## src/rtl/wret_pkg.sv

```systemverilog
// ----------------------------------------------------------------------------
// wret_pkg
// Shared types and constants of the waypoint reached event tracker.
// ----------------------------------------------------------------------------
package wret_pkg;

  localparam int CAPACITY = 64;
  localparam int IDX_W    = 6;

  localparam logic [1:0] EXEC_NONE        = 2'd0;
  localparam logic [1:0] EXEC_NOT_STARTED = 2'd1;
  localparam logic [1:0] EXEC_ACTIVE      = 2'd2;
  localparam logic [1:0] EXEC_COMPLETE    = 2'd3;

  typedef struct packed {
    logic        status_loaded;
    logic        status_committed;
    logic [31:0] mission_gen;
    logic [15:0] item_count;
    logic [15:0] current_index;
    logic [1:0]  exec_state;
    logic        link_up;
  } in_word_t;

  typedef struct packed {
    logic [5:0] reached_index;
    logic       last_of_run;
  } out_word_t;

  typedef enum logic [1:0] {
    ST_IDLE,
    ST_APPLY,
    ST_SCAN
  } state_t;

  // Commands from the controller to the datapath.
  typedef struct packed {
    logic capture;
    logic apply;
    logic emit;
    logic advance;
  } cmd_t;

  // Status from the datapath to the controller.
  typedef struct packed {
    logic any_left;
    logic cand_here;
    logic out_free;
  } stat_t;

endpackage

```

## src/rtl/wret_ctrl.sv

```systemverilog
// ----------------------------------------------------------------------------
// wret_ctrl
// Sequencer: takes a snapshot, applies it, then walks the event scan.
// ----------------------------------------------------------------------------
module wret_ctrl import wret_pkg::*; (
  input  logic   clk,
  input  logic   rst,
  input  logic   in_valid,
  output logic   in_ready,
  input  stat_t  stat,
  output cmd_t   cmd
);

  state_t state;
  state_t state_next;

  always_ff @(posedge clk) begin
    if (rst) begin
      state <= ST_IDLE;
    end else begin
      state <= state_next;
    end
  end

  always_comb begin
    state_next = state;
    case (state)
      ST_IDLE: begin
        if (in_valid) state_next = ST_APPLY;
      end
      ST_APPLY: begin
        state_next = ST_SCAN;
      end
      ST_SCAN: begin
        if (!stat.any_left) state_next = ST_IDLE;
      end
      default: begin
        state_next = ST_IDLE;
      end
    endcase
  end

  always_comb begin
    in_ready    = 1'b0;
    cmd         = '0;
    case (state)
      ST_IDLE: begin
        in_ready    = 1'b1;
        cmd.capture = in_valid;
      end
      ST_APPLY: begin
        cmd.apply = 1'b1;
      end
      ST_SCAN: begin
        if (stat.any_left) begin
          if (!stat.cand_here) begin
            cmd.advance = 1'b1;
          end else if (stat.out_free) begin
            cmd.emit    = 1'b1;
            cmd.advance = 1'b1;
          end
        end
      end
      default: begin
        in_ready = 1'b0;
      end
    endcase
  end

endmodule

```

## src/rtl/wret_dp.sv

```systemverilog
// ----------------------------------------------------------------------------
// wret_dp
// Tracking state, pending and sent masks, scan index and output register.
// ----------------------------------------------------------------------------
module wret_dp import wret_pkg::*; (
  input  logic      clk,
  input  logic      rst,
  input  in_word_t  in_data,
  input  cmd_t      cmd,
  output stat_t     stat,
  output logic      out_valid,
  input  logic      out_ready,
  output out_word_t out_data
);

  in_word_t             snap;
  logic                 tracking_valid;
  logic [31:0]          tracked_mission_gen;
  logic [IDX_W-1:0]     tracked_index;
  logic [1:0]           tracked_exec_state;
  logic [CAPACITY-1:0]  pending_mask;
  logic [CAPACITY-1:0]  sent_mask;
  logic [IDX_W-1:0]     idx;

  logic                 valid_snap;
  logic                 new_mission;
  logic                 restart;
  logic                 advance;
  logic                 completion;
  logic [CAPACITY-1:0]  adv_mask;
  logic [CAPACITY-1:0]  pending_next;
  logic [CAPACITY-1:0]  cand;
  logic [CAPACITY-1:0]  ge_mask;
  logic [CAPACITY-1:0]  gt_mask;
  logic                 link_en;

  // Snapshot classification.
  always_comb begin
    valid_snap = snap.status_committed && (snap.mission_gen != 32'd0) &&
                 (snap.item_count != 16'd0) &&
                 (snap.item_count <= 16'(CAPACITY)) &&
                 (snap.current_index < snap.item_count);
    new_mission = !tracking_valid || (tracked_mission_gen != snap.mission_gen);
    restart = (snap.exec_state inside {EXEC_NOT_STARTED, EXEC_ACTIVE}) &&
              ((tracked_exec_state == EXEC_COMPLETE) ||
               (snap.current_index < {10'd0, tracked_index}));
    advance = !restart && (tracked_exec_state == EXEC_ACTIVE) &&
              (snap.exec_state == EXEC_ACTIVE) &&
              (snap.current_index > {10'd0, tracked_index});
    completion = !restart && (snap.exec_state == EXEC_COMPLETE) &&
                 (tracked_exec_state != EXEC_COMPLETE);
  end

  // Skipped indices: from the tracked index up to, not including, the new one.
  always_comb begin
    for (int i = 0; i < CAPACITY; i++) begin
      adv_mask[i] = (IDX_W'(i) >= tracked_index) && (16'(i) < snap.current_index);
    end
    pending_next = pending_mask;
    if (advance) pending_next = pending_next | adv_mask;
    if (completion) begin
      pending_next[snap.current_index[IDX_W-1:0]] = 1'b1;
    end
  end

  // Scan view.
  always_comb begin
    link_en = snap.status_loaded && snap.link_up;
    cand    = link_en ? (pending_mask & ~sent_mask) : '0;
    for (int i = 0; i < CAPACITY; i++) begin
      ge_mask[i] = IDX_W'(i) >= idx;
      gt_mask[i] = IDX_W'(i) > idx;
    end
    stat.any_left  = |(cand & ge_mask);
    stat.cand_here = cand[idx];
    stat.out_free  = !out_valid || out_ready;
  end

  always_ff @(posedge clk) begin
    if (cmd.capture) snap <= in_data;
    if (cmd.emit) begin
      out_data.reached_index <= idx;
      out_data.last_of_run   <= ~|(cand & gt_mask);
    end
  end

  always_ff @(posedge clk) begin
    if (rst) begin
      tracking_valid      <= 1'b0;
      tracked_mission_gen <= '0;
      tracked_index       <= '0;
      tracked_exec_state  <= EXEC_NONE;
      pending_mask        <= '0;
      sent_mask           <= '0;
      idx                 <= '0;
      out_valid           <= 1'b0;
    end else begin
      if (cmd.apply) begin
        idx <= '0;
        if (snap.status_loaded) begin
          if (!valid_snap) begin
            tracking_valid      <= 1'b0;
            tracked_mission_gen <= '0;
            tracked_index       <= '0;
            tracked_exec_state  <= EXEC_NONE;
            pending_mask        <= '0;
            sent_mask           <= '0;
          end else if (new_mission) begin
            tracking_valid      <= 1'b1;
            tracked_mission_gen <= snap.mission_gen;
            tracked_index       <= snap.current_index[IDX_W-1:0];
            tracked_exec_state  <= snap.exec_state;
            pending_mask        <= '0;
            sent_mask           <= '0;
          end else begin
            tracked_index      <= snap.current_index[IDX_W-1:0];
            tracked_exec_state <= snap.exec_state;
            if (restart) begin
              pending_mask <= '0;
              sent_mask    <= '0;
            end else begin
              pending_mask <= pending_next;
            end
          end
        end
      end else if (cmd.advance) begin
        idx <= idx + 1'b1;
      end

      if (cmd.emit) begin
        pending_mask[idx] <= 1'b0;
        sent_mask[idx]    <= 1'b1;
        out_valid         <= 1'b1;
      end else if (out_ready) begin
        out_valid <= 1'b0;
      end
    end
  end

`ifndef ASSERT_OFF
  a_emit_marks_sent: assert property (@(posedge clk) disable iff (rst)
    cmd.emit |=> sent_mask[$past(idx)] && !pending_mask[$past(idx)])
    else $error("emitted index not moved to sent");

  a_emit_needs_room: assert property (@(posedge clk) disable iff (rst)
    cmd.emit |-> (!out_valid || out_ready))
    else $error("emit while output register is blocked");

  a_untracked_clean: assert property (@(posedge clk) disable iff (rst)
    !tracking_valid |-> (pending_mask == '0) && (sent_mask == '0) &&
                        (tracked_mission_gen == 32'd0))
    else $error("stale tracking state without a valid mission");

  a_emit_candidate: assert property (@(posedge clk) disable iff (rst)
    cmd.emit |-> cand[idx])
    else $error("emit of an index that is not a candidate");
`endif

endmodule

```

## src/rtl/waypoint_reached_event_tracker.sv

```systemverilog
// ----------------------------------------------------------------------------
// waypoint_reached_event_tracker
// Tracks mission progress from status snapshots and reports reached items.
// ----------------------------------------------------------------------------
//
// Channel   Direction  Word         Handshake
// in        input      in_word_t    in_valid / in_ready
// out       output     out_word_t   out_valid / out_ready
//
// A snapshot word is captured into a register and applied to the tracking
// state in the apply state. The scan then walks one mission index per cycle
// from zero up to the highest reached index that goes out, then sees that
// nothing is left and returns to idle; a stalled output holds the scan on its
// current index. Reset is synchronous and clears all tracking and the output
// valid flag. A new snapshot is taken once the previous scan is done, while
// the last result word may still wait in the output register.
//
module waypoint_reached_event_tracker import wret_pkg::*; (
  input  logic      clk,
  input  logic      rst,
  input  logic      in_valid,
  output logic      in_ready,
  input  in_word_t  in_data,
  output logic      out_valid,
  input  logic      out_ready,
  output out_word_t out_data
);

  // Command and status between the sequencer and the datapath.
  cmd_t  cmd;
  stat_t stat;

  // The sequencer owns the input handshake and steps the scan.
  wret_ctrl u_ctrl (
    .clk      (clk),
    .rst      (rst),
    .in_valid (in_valid),
    .in_ready (in_ready),
    .stat     (stat),
    .cmd      (cmd)
  );

  // The datapath holds the masks and drives the output register.
  wret_dp u_dp (
    .clk       (clk),
    .rst       (rst),
    .in_data   (in_data),
    .cmd       (cmd),
    .stat      (stat),
    .out_valid (out_valid),
    .out_ready (out_ready),
    .out_data  (out_data)
  );

endmodule
```

## config.mk

```make
export PLATFORM = sky130hd
export DESIGN_NAME = waypoint_reached_event_tracker
export DESIGN_NICKNAME = d
export VERILOG_FILES = /design/src/rtl/wret_pkg.sv /design/src/rtl/wret_ctrl.sv /design/src/rtl/wret_dp.sv /design/src/rtl/waypoint_reached_event_tracker.sv
export SDC_FILE = /design/constraint.sdc
export NUM_CORES = 1
export LEC_CHECK = 0
export BUFFER_PORTS_ARGS = -buffer_cell sky130_fd_sc_hd__buf_2
export CAP_MARGIN = 10
export CORE_MARGIN = 2
export CORE_UTILIZATION = 50
export CTS_CLUSTER_SIZE = 10
export DETAILED_ROUTE_END_ITERATION = 8
export GPL_TIMING_DRIVEN = 1
export PLACE_DENSITY = 0.67
export SKIP_LAST_GASP = 1
export SYNTH_ARGS = -nofsm -noshare
export SYNTH_HDL_FRONTEND = slang
export SYNTH_SLANG_ARGS = --single-unit
```

## constraint.sdc

```tcl
create_clock -name clk -period 8.65 [get_ports clk]
set_input_delay 1.2975 -clock clk [delete_from_list [all_inputs] [get_ports clk]]
set_output_delay 1.2975 -clock clk [all_outputs]
set_load 0.01 [all_outputs]
```

-- Word level (Yosys, flattened, before mapping)
Index checks and enable logic that the tools add are counted.
- register bits: 254
- latch bits: 0
- RAM bits: 0
- memory bits (read-only): 0
- bits of input ports: 73
- output and inout port bits: 9
- word-level logic and storage cells: 441
- memories: 0
- add/subtract/negate cells: 1
- $mul: 0
- divide/modulo/power cells: 0
- magnitude comparators: 264
- equal/unequal tests: 12
- shift operators: 0
- multiplexer cells: 42
- bitwise logic cells: 9
- reductions and logical operators: 95
- operators with widths (kind ; count):
    two-way mux 64 bit ; 17
    < comparator 6 x 16 -> 1 bit, first input constant ; 32
    >= comparator 6 bit, first input constant ; 64
    AND 64 bit ; 4
    < comparator 5 x 16 -> 1 bit, first input constant ; 16
    >= comparator 5 x 6 -> 1 bit, first input constant ; 32
    > comparator 6 bit, first input constant ; 32
    bitwise OR 64 bit ; 3
    < comparator 4 x 16 -> 1 bit, first input constant ; 8
    NOT 64 bit ; 2
    OR reduction 64 bit ; 2
    >= comparator 4 x 6 -> 1 bit, first input constant ; 16
    > comparator 5 x 6 -> 1 bit, first input constant ; 16
    logical AND 1 bit ; 77
    < comparator 3 x 16 -> 1 bit, first input constant ; 4
    two-way mux 32 bit ; 2
    >= comparator 3 x 6 -> 1 bit, first input constant ; 8
    > comparator 4 x 6 -> 1 bit, first input constant ; 8
    < comparator 1 x 16 -> 1 bit, first input constant ; 2
    < comparator 2 x 16 -> 1 bit, first input constant ; 2
    inequality test 32 bit ; 1
    nonzero test 32 bit ; 1
    >= comparator 1 x 6 -> 1 bit, first input constant ; 4
    >= comparator 2 x 6 -> 1 bit, first input constant ; 4
    other kinds (27) ; 66

-- Depth between registers and ports, before layout
Gate-level depths: netlist (run 1).
- depth after elaboration: 18
- mapped depth: 15
- depth with buffers taken out: 10

-- Modules after synthesis
From an unflattened synthesis (run 1), not the netlist that was laid out.
- cells, all modules: 1692
- area total of the unflattened synthesis: 14378.8 µm²
- by module, submodules not included (module ; instances ; cells an instance ; area each (µm²) ; sequential area each (µm²)):
    wret_dp ; 1 ; 1679 ; 14274.9 ; 5805.6
    wret_ctrl ; 1 ; 13 ; 103.8 ; 40.0

-- Worst setup path after synthesis (run 1)
Ideal clock, no wire load.
- path type: register -> register
- from: reg u_dp.idx[1]
- to: reg u_dp.sent_mask[1]
- arrival time: 3.730 ns
- path slack: 4.803 ns
- stages on the path, launching flop included: 16
- path buffers: 5
- path through: dfxtp_1 clkbuf_1 clkbuf_1 inv_1 ha_1 inv_1 o22ai_1 o21a_1 or4_1 or4_1 o311ai_4 buf_6 nor2_1 buf_6 buf_6 a32o_1
- cells in the longest elaborated chain, start to end: 6
- elaborated cells on any way between the ends: 78
- RTL lines (what ; line ; RTL):
    start, declared ; wret_dp.sv:23 ; logic [IDX_W-1:0] idx;
    start signal, assigned ; wret_dp.sv:127 ; idx <= idx + 1'b1;
    >= comparator 1 x 6 -> 1 bit, or another cell as far along ; wret_dp.sv:71 ; ge_mask[i] = IDX_W'(i) >= idx;
    AND 64 bit, or another cell as far along ; wret_dp.sv:74 ; stat.any_left = |(cand & ge_mask);
    OR reduction 64 bit, or another cell as far along ; wret_dp.sv:74 ;
    two-way mux 2 bit or demux 1 bit (select 6 bit) (tied branches) ; n/a ;
    two-way mux 2 bit or bitwise OR 64 bit (tied branches) ; n/a ;
    two-way mux 64 bit (*) ; wret_dp.sv:130 ; if (cmd.emit) begin
    end signal, assigned ; wret_dp.sv:94 ; sent_mask <= '0;
    end signal, assigned ; wret_dp.sv:120 ; sent_mask <= '0;
    end signal, assigned by index ; wret_dp.sv:132 ; sent_mask[idx] <= 1'b1;
    end, declared ; wret_dp.sv:22 ; logic [CAPACITY-1:0] sent_mask;
Mark *: on every way between the ends. The rest lies on a longest branch, timed or not. The select of a mux whose other input is x is not followed.
A chain may end at the register's enable or synchronous reset.

-- Final worst setup path (run 1)
- from: reg u_dp.idx[0]
- to: reg u_dp.sent_mask[30]
The elaborated chain is that of the path after synthesis.

==> results of run 1 <==
[synthesized netlist by cell type, types with 27 or more instances]
| library cell | number | area, um2 |
|---|---|---|
| sky130_fd_sc_hd__inv_1 | 46 | 173 |
| sky130_fd_sc_hd__xnor2_1 | 29 | 254 |
| sky130_fd_sc_hd__nor2_1 | 102 | 383 |
| sky130_fd_sc_hd__nor3_1 | 49 | 245 |
| sky130_fd_sc_hd__dfxtp_1 | 178 | 3560 |
| sky130_fd_sc_hd__o21ai_0 | 94 | 470 |
| sky130_fd_sc_hd__a221oi_1 | 47 | 412 |
| sky130_fd_sc_hd__clkbuf_1 | 98 | 368 |
| sky130_fd_sc_hd__nand2_1 | 139 | 522 |
| sky130_fd_sc_hd__nand3_1 | 34 | 170 |
| sky130_fd_sc_hd__nor4_1 | 32 | 200 |
| sky130_fd_sc_hd__a211oi_1 | 50 | 375 |
| sky130_fd_sc_hd__a21oi_1 | 129 | 646 |
| sky130_fd_sc_hd__nand2b_1 | 28 | 175 |
| sky130_fd_sc_hd__edfxtp_1 | 76 | 2280 |
| sky130_fd_sc_hd__ha_1 | 27 | 338 |
| sky130_fd_sc_hd__a22o_1 | 50 | 438 |
[flip-flops by register name, summed over array words and instances (netlist names)]
signal and flops:
u_ctrl.state 2, u_dp.out_data 7, u_dp.snap 69, u_dp.sent_mask 64, u_dp.tracked_exec_state 2, u_dp.tracking_valid 1, u_dp.idx 6, u_dp.tracked_index 6
u_dp.out_valid 1, u_dp.tracked_mission_gen 32, u_dp.pending_mask 64
[kinds of logic after synthesis]
kind of cell | count (synthesis) | synth area share [%]
xor gates and xnor gates | 33 | 2.03
buffers and inverters | 178 | 5.15
and+or+nand+nor | 529 | 19.4
adders and majority gates | 31 | 2.65
AOI/OAI and AO/OA | 588 | 29.3
DFF | 254 | 41.1
muxes | 4 | 0.369
[layout by cell type (no fill, tap or decap), types with 17 or more instances in the layout]
master                      Yosys  final
sky130_fd_sc_hd__buf_4          0     36
sky130_fd_sc_hd__clkbuf_16      0     30
sky130_fd_sc_hd__a22o_1        50     50
sky130_fd_sc_hd__edfxtp_1      76     76
sky130_fd_sc_hd__nand4_1       17     17
sky130_fd_sc_hd__o21ai_0       94     93
sky130_fd_sc_hd__nor2b_1       24     24
sky130_fd_sc_hd__nand2b_1      28     28
sky130_fd_sc_hd__a221oi_1      47     47
sky130_fd_sc_hd__a311oi_1      22     22
sky130_fd_sc_hd__nand2_1      139    138
sky130_fd_sc_hd__nand4b_1      24     24
sky130_fd_sc_hd__buf_2         16     81
sky130_fd_sc_hd__o22ai_1       18     18
sky130_fd_sc_hd__nor2_1       102    100
sky130_fd_sc_hd__inv_1         46     46
sky130_fd_sc_hd__nand3_1       34     34
sky130_fd_sc_hd__ha_1          27     27
sky130_fd_sc_hd__a211oi_1      50     48
sky130_fd_sc_hd__dfxtp_1      178    177
sky130_fd_sc_hd__a21oi_1      129    129
sky130_fd_sc_hd__xnor2_1       29     29
sky130_fd_sc_hd__a31oi_1       17     17
sky130_fd_sc_hd__a32o_1        19     19
sky130_fd_sc_hd__nor4_1        32     31
sky130_fd_sc_hd__nor3_1        49     44
[final cells by class]
class / count / area [um2] / share of cell area [%]
multi-input cells: 1185 / 7740 / 49.0
well taps: 378 / 473 / 3.00
flip-flops and latches: 254 / 5850 / 37.1
inverters: 47 / 176 / 1.12
clock buffers: 43 / 810 / 5.13
repair buffers: 118 / 687 / 4.35
clock inverters: 4 / 47.5 / 0.301
[metrics by stage]
stage	setup slack, ns	cell area [um2]	total power, W	util (%)	std cells
finish	3.46	15800	0.00254	56.5	2029
global route	3.26	15800	0.00262	56.5	2029
CTS	3.59	15800	0.00254	56.4	2028
detailed placement	3.64	14900	0.00144	53.4	1981
global placement	3.74	14900	0.00144	53.4	1981
floorplan	4.80	14200	0.00138	-	1617
[report_power, final]
part	switching (W)	total [W]	internal (W)	leakage, nW
clock network	0.000477	0.00112	0.000642	0.410
registers	0.0000196	0.00127	0.00125	2.16
logic	0.000102	0.000145	0.0000434	2.75
[final timing paths]
check | startpoint | end | depth (start not counted) | slack, ns
min reg2reg | u_dp.sent_mask[38]$_SDFF_PP0_ | u_dp.sent_mask[38]$_SDFF_PP0_ | 1 | 0.46
max | u_dp.idx[0]$_SDFFE_PP0P_ | u_dp.sent_mask[30]$_SDFF_PP0_ | 12 | 3.46
max reg2reg | u_dp.idx[0]$_SDFFE_PP0P_ | u_dp.sent_mask[30]$_SDFF_PP0_ | 12 | 3.46
min | u_dp.sent_mask[38]$_SDFF_PP0_ | u_dp.sent_mask[38]$_SDFF_PP0_ | 1 | 0.46
[routing by layer]
metal | vias up | routed length [um] | global-route usage [%] | share of wire, %
li1 | 6303 | - | - | -
met1 | 6875 | 22100 | 49.9 | 38
met2 | 1150 | 24500 | 55.8 | 42
met3 | 269 | 7990 | 12.7 | 14
met4 | 0 | 3680 | 19.7 | 6.3
met5 | - | 0 | 0 | 0
[worst reg2reg max path, cell delays in order, from the launching register on]
cell,delay [ns]
sky130_fd_sc_hd__dfxtp_1,0.30
sky130_fd_sc_hd__buf_4,0.33
sky130_fd_sc_hd__clkinv_1,0.42
sky130_fd_sc_hd__ha_1,0.48
sky130_fd_sc_hd__inv_1,0.16
sky130_fd_sc_hd__o22ai_1,0.08
sky130_fd_sc_hd__o21a_1,0.22
sky130_fd_sc_hd__or4_1,0.58
sky130_fd_sc_hd__or4_1,0.61
sky130_fd_sc_hd__o311ai_4,0.93
sky130_fd_sc_hd__nor2_4,0.17
sky130_fd_sc_hd__buf_4,0.35
sky130_fd_sc_hd__a32o_1,0.41
==> metrics.txt, run 1 <==
effective utilization at floorplan 51.0%; final wirelength 58.2 mm; maximum number of pins on one net before global-route repair 72; RSZ-0062 raised after global routing false; number of cells upsized or downsized after cts 0; Post-synth EDFFs 76; family with the most delay on the worst path compound AO/OA/AOI/OAI gates; GRT Total Usage 38.0%; CTS Hold Buffers Added 0; Worst setup EP type register; required time reported for the critical path endpoint 9.08 ns; post-synthesis instance total 1617; actual slew at the worst max-slew pin 1.20 ns; Setup violations, final 0; Worst Skew 0.0508 ns; Ant. Diodes 0; H-tree levels 1; first-pass GRT wire length 87.5 mm; number of fillers in the final layout 2536; Power Density 161 nW/um2; number of design rule violations left after detail routing 21; Root Driver sky130_fd_sc_hd__clkbuf_16; Clock Latency Late Sink 0.59 ns; die area 29800 um2; core area 27900 um2; clock transition at the registers of the reported paths 0.06 ns; Clock Sinks 254; buffers plus inverters on the worst setup path 4; number of port buffers 81; Num CTS Buffers 30; Clock Tree Buf Depth 3; ordered list of cells on the worst path buf_4 -> clkinv_1 -> ha_1 -> inv_1 -> o22ai_1 -> o21a_1 -> or4_1 -> or4_1 -> o311ai_4 -> nor2_4 -> buf_4 -> a32o_1; fraction of layout instances using a drive strength above 1 11.5%; maximum resistive drop on vdd 203 uV; Post-Synthesis Net Count 1717; Period minus WS final 5.19 ns; Tcrit/Tclk final 60.0%; final count of pins violating max slew 0; clock tree from TritonCTS yes; share of flip-flops with an asynchronous set or reset after synthesis 0%; initial antenna violation count 0; share of the yosys chip area belonging to registers 41.1%; post-synth cell types 80; status finished with violations; via density per instance 7.19; Starting DRT DRC Count 2724; Total Neg Setup Slack 0 ns; top achievable clock speed 193 MHz; worst hold margin 0.461 ns; Synth Warn # 0; HPWL after DPL 41.8 mm; layout-stage area growth over the synthesis result 10.9%; start-to-end type of the worst setup path reg -> reg; Crit-path slowest cell sky130_fd_sc_hd__o311ai_4; number of post-CTS setup repair buffers 0; Congestion Overflow GR 0; IO Pins 82; drt wl/cell 28.7 um; critical path launch point type register; tightest slew margin relative to the limit 19.5%; Hold WC Path Type reg -> reg; flops & latches, synth 254; count of maximum capacitance violations 0; violations in the final reports DRC; syn_area_per_cell 8.80 um2; LEAKAGE 5.32 nW; Top FF cell, synth sky130_fd_sc_hd__dfxtp_1; die width 173 um; row count 61; via count of the first global-routing pass 13900; ANT nets after route 0; routability congestion estimate 1.07; area of the mapped netlist 14200 um2; die extent in y 173 um; via total after detailed routing 14600; # nets final 1736; number of iterations in the first detailed-routing pass 9; data arrival time of the worst path 5.62 ns; maximum fanout encountered on the critical timing path 47; count of endpoints failing hold in the final timing report 0; worst stage delay on the critical path 0.93 ns
Note: power is estimated with default switching activity, not from simulation.
==> run 2: changes to the inputs <==
==> constraint.sdc (replaced) <==
create_clock -name clk -period 5.1 [get_ports clk]
set_input_delay 0.765 -clock clk [delete_from_list [all_inputs] [get_ports clk]]
set_output_delay 0.765 -clock clk [all_outputs]
set_load 0.01 [all_outputs]
==> run 2 against run 1 <==
Compared with the run above: the flow still finishes with violations (DRC); total power rose by 72%; hold slack got worse by 0.10 ns; die area did not move; register-to-register slack got worse by 2.7 ns; count of clock-buffer cells in the layout rose by 2; via count rose by 4.0%; worst setup slack got worse by 2.7 ns; sequential power rose by 71%; design area rose by 2.1%; routed wire length rose by 7.0%; combinational power rose by 72%; largest power group unchanged; highest routed layer unchanged.
==> metrics.txt, run 2 (synthesis results as in run 1) <==
number of flip-flops under the largest register name 69 (unchanged); Worst setup EP type register; RSZ-0062 raised after global routing false; uppermost signal routing layer after detailed routing met4; via density per instance 7.33 (+1.9%); met2 wire length 25.9 mm (+6.0%); maximum resistive drop on vdd 327 uV (+62%); Ant. Diodes 0 (unchanged); number of cells upsized or downsized after cts 0 (unchanged); Num CTS Buffers 30 (unchanged); Starting DRT DRC Count 2626 (-3.6%); via total after detailed routing 15200 (+4.0%); row count 61 (unchanged); Tcrit/Tclk final 84.6% (+25 points); die width 173 um (unchanged); final wirelength 62.3 mm (+7.0%); Detail Route met3 WL 8.96 mm (+12%); number of post-CTS setup repair buffers 0 (unchanged); maximum fanout encountered on the critical timing path 38 (-19%); IO Pins 82 (unchanged); Congestion Overflow GR 0 (unchanged); start-to-end type of the worst setup path reg -> reg; initial antenna violation count 0 (unchanged); number of iterations in the first detailed-routing pass 9 (unchanged); violations in the final reports DRC; # nets final 1778 (+2.4%); via count of the first global-routing pass 14500 (+4.3%); routability congestion estimate 1.08 (+1.3%); Worst Skew 0.0239 ns (-0.0269 ns); required time reported for the critical path endpoint 5.56 ns (-3.52 ns); status finished with violations; area used by multi-input combinational logic 7720 um2 (-0.24%); Clock Tree Buf Depth 3 (unchanged); tightest slew margin relative to the limit 18.4% (-1.1 points); layout-stage area growth over the synthesis result 13.1%; Sequential Area 5850 um2 (unchanged); clock tree from TritonCTS yes; most used cells in the layout excluding fill and tap cells sky130_fd_sc_hd__dfxtp_1 (177), sky130_fd_sc_hd__nand2_1 (138), sky130_fd_sc_hd__a21oi_1 (129); leading registers by flop count u_dp.snap: 69 flops, u_dp.pending_mask: 64 flops, u_dp.sent_mask: 64 flops; number of port buffers 81 (unchanged); ANT nets after route 0 (unchanged); Period minus WS final 4.31 ns (-0.878 ns); Metal-1 WL 23.4 mm (+5.8%); Root Driver sky130_fd_sc_hd__clkbuf_16; critical path launch point type register; maximum number of pins on one net before global-route repair 65 (-9.7%); number of design rule violations left after detail routing 5 (-76%); effective utilization at floorplan 51.0% (unchanged); Clock Latency Late Sink 0.58 ns (about the same); core area 27900 um2 (unchanged); count of endpoints failing hold in the final timing report 0 (unchanged); first-pass GRT wire length 92.4 mm (+5.6%); Biggest register u_dp.snap; top achievable clock speed 232 MHz (+20%); number of fillers in the final layout 2500 (-1.4%); HPWL after DPL 45.9 mm (+9.8%); H-tree levels 1 (unchanged); fraction of layout instances using a drive strength above 1 13.5% (+2.0 points); Hold WC Path Type in -> reg; drt wl/cell 30.1 um (+4.7%); die extent in y 173 um (unchanged); most common cell after layout, fill and taps aside sky130_fd_sc_hd__dfxtp_1; data arrival time of the worst path 4.77 ns (-0.85 ns); clock transition at the registers of the reported paths 0.06 ns (about the same); count of maximum capacitance violations 0 (unchanged); die area 29800 um2 (unchanged); Power Density 272 nW/um2 (+69%); Setup violations, final 0 (unchanged); sum of internal, switching and leakage power 0.00437 W (+72%); GRT Total Usage 40.4% (+2.3 points); actual slew at the worst max-slew pin 1.21 ns (+0.00999 ns); CTS Hold Buffers Added 0 (unchanged); Total Neg Setup Slack 0 ns (unchanged); LEAKAGE 5.54 nW (+4.1%); Clock Sinks 254 (unchanged); final count of pins violating max slew 0 (unchanged)
==> run 2: per-stage QoR <==
| stage | instance area [um2] | worst slack [ns] | utilization [%] | hold WS [ns] | cells |
|---|---|---|---|---|---|
| detailed placement | 15200 | 0.982 | 54.5 | 0.445 | 2024 |
| finish | 16100 | 0.785 | 57.7 | 0.361 | 2072 |
| floorplan | 14200 | 1.25 | - | 0.433 | 1617 |
| global placement | 15200 | 0.882 | 54.5 | 0.438 | 2023 |
| global route | 16100 | 0.603 | 57.7 | 0.346 | 2072 |
| CTS | 16100 | 0.945 | 57.7 | 0.351 | 2072 |
==> run 2: critical path: stages (launching register included) <==
cell and delay, ns:
sky130_fd_sc_hd__dfxtp_1 0.86, sky130_fd_sc_hd__buf_4 0.33, sky130_fd_sc_hd__nand2_1 0.35, sky130_fd_sc_hd__a22oi_1 0.28, sky130_fd_sc_hd__o221ai_1 0.19, sky130_fd_sc_hd__a2111oi_0 0.48
sky130_fd_sc_hd__nand4_1 0.32, sky130_fd_sc_hd__o311ai_4 0.55, sky130_fd_sc_hd__nor2_4 0.31, sky130_fd_sc_hd__buf_4 0.28, sky130_fd_sc_hd__a32o_1 0.25
==> run 2: report_power, final <==
| part | switching, W | internal (W) |
|---|---|---|
| sequential | 0.0000409 | 0.00213 |
| combinational | 0.000175 | 0.0000742 |
| clock | 0.000834 | 0.00112 |
==> run 2: path summary, 6_finish.rpt <==
| path | slack, ns | to | cells after the start | start |
|---|---|---|---|---|
| worst min-delay path | 0.36 | u_dp.snap[4]$_DFFE_PP_ | 1 | in_data[4] |
| worst max register to register | 0.79 | u_dp.sent_mask[22]$_SDFF_PP0_ | 10 | u_dp.idx[4]$_SDFFE_PP0P_ |
| worst min register to register | 0.46 | u_dp.sent_mask[38]$_SDFF_PP0_ | 1 | u_dp.sent_mask[38]$_SDFF_PP0_ |
| worst max-delay path | 0.79 | u_dp.sent_mask[22]$_SDFF_PP0_ | 10 | u_dp.idx[4]$_SDFFE_PP0P_ |
==> run 2: routing by layer <==
metal  up-vias  global-route usage, %
li1       6372                      -
met1      7190                   53.4
met2      1331                   60.1
met3       290                   11.6
met4         0                   21.2
met5         -                      0
==> run 2: cell type report <==
class	count	share of cell area [%]
Clock buffer	45	5.21
Clock inverter	3	0.256
Inverter	47	1.10
Multi-Input combinational cell	1185	47.9
Sequential cell	254	36.3
Tap cell	378	2.94
Timing Repair Buffer	160	6.26
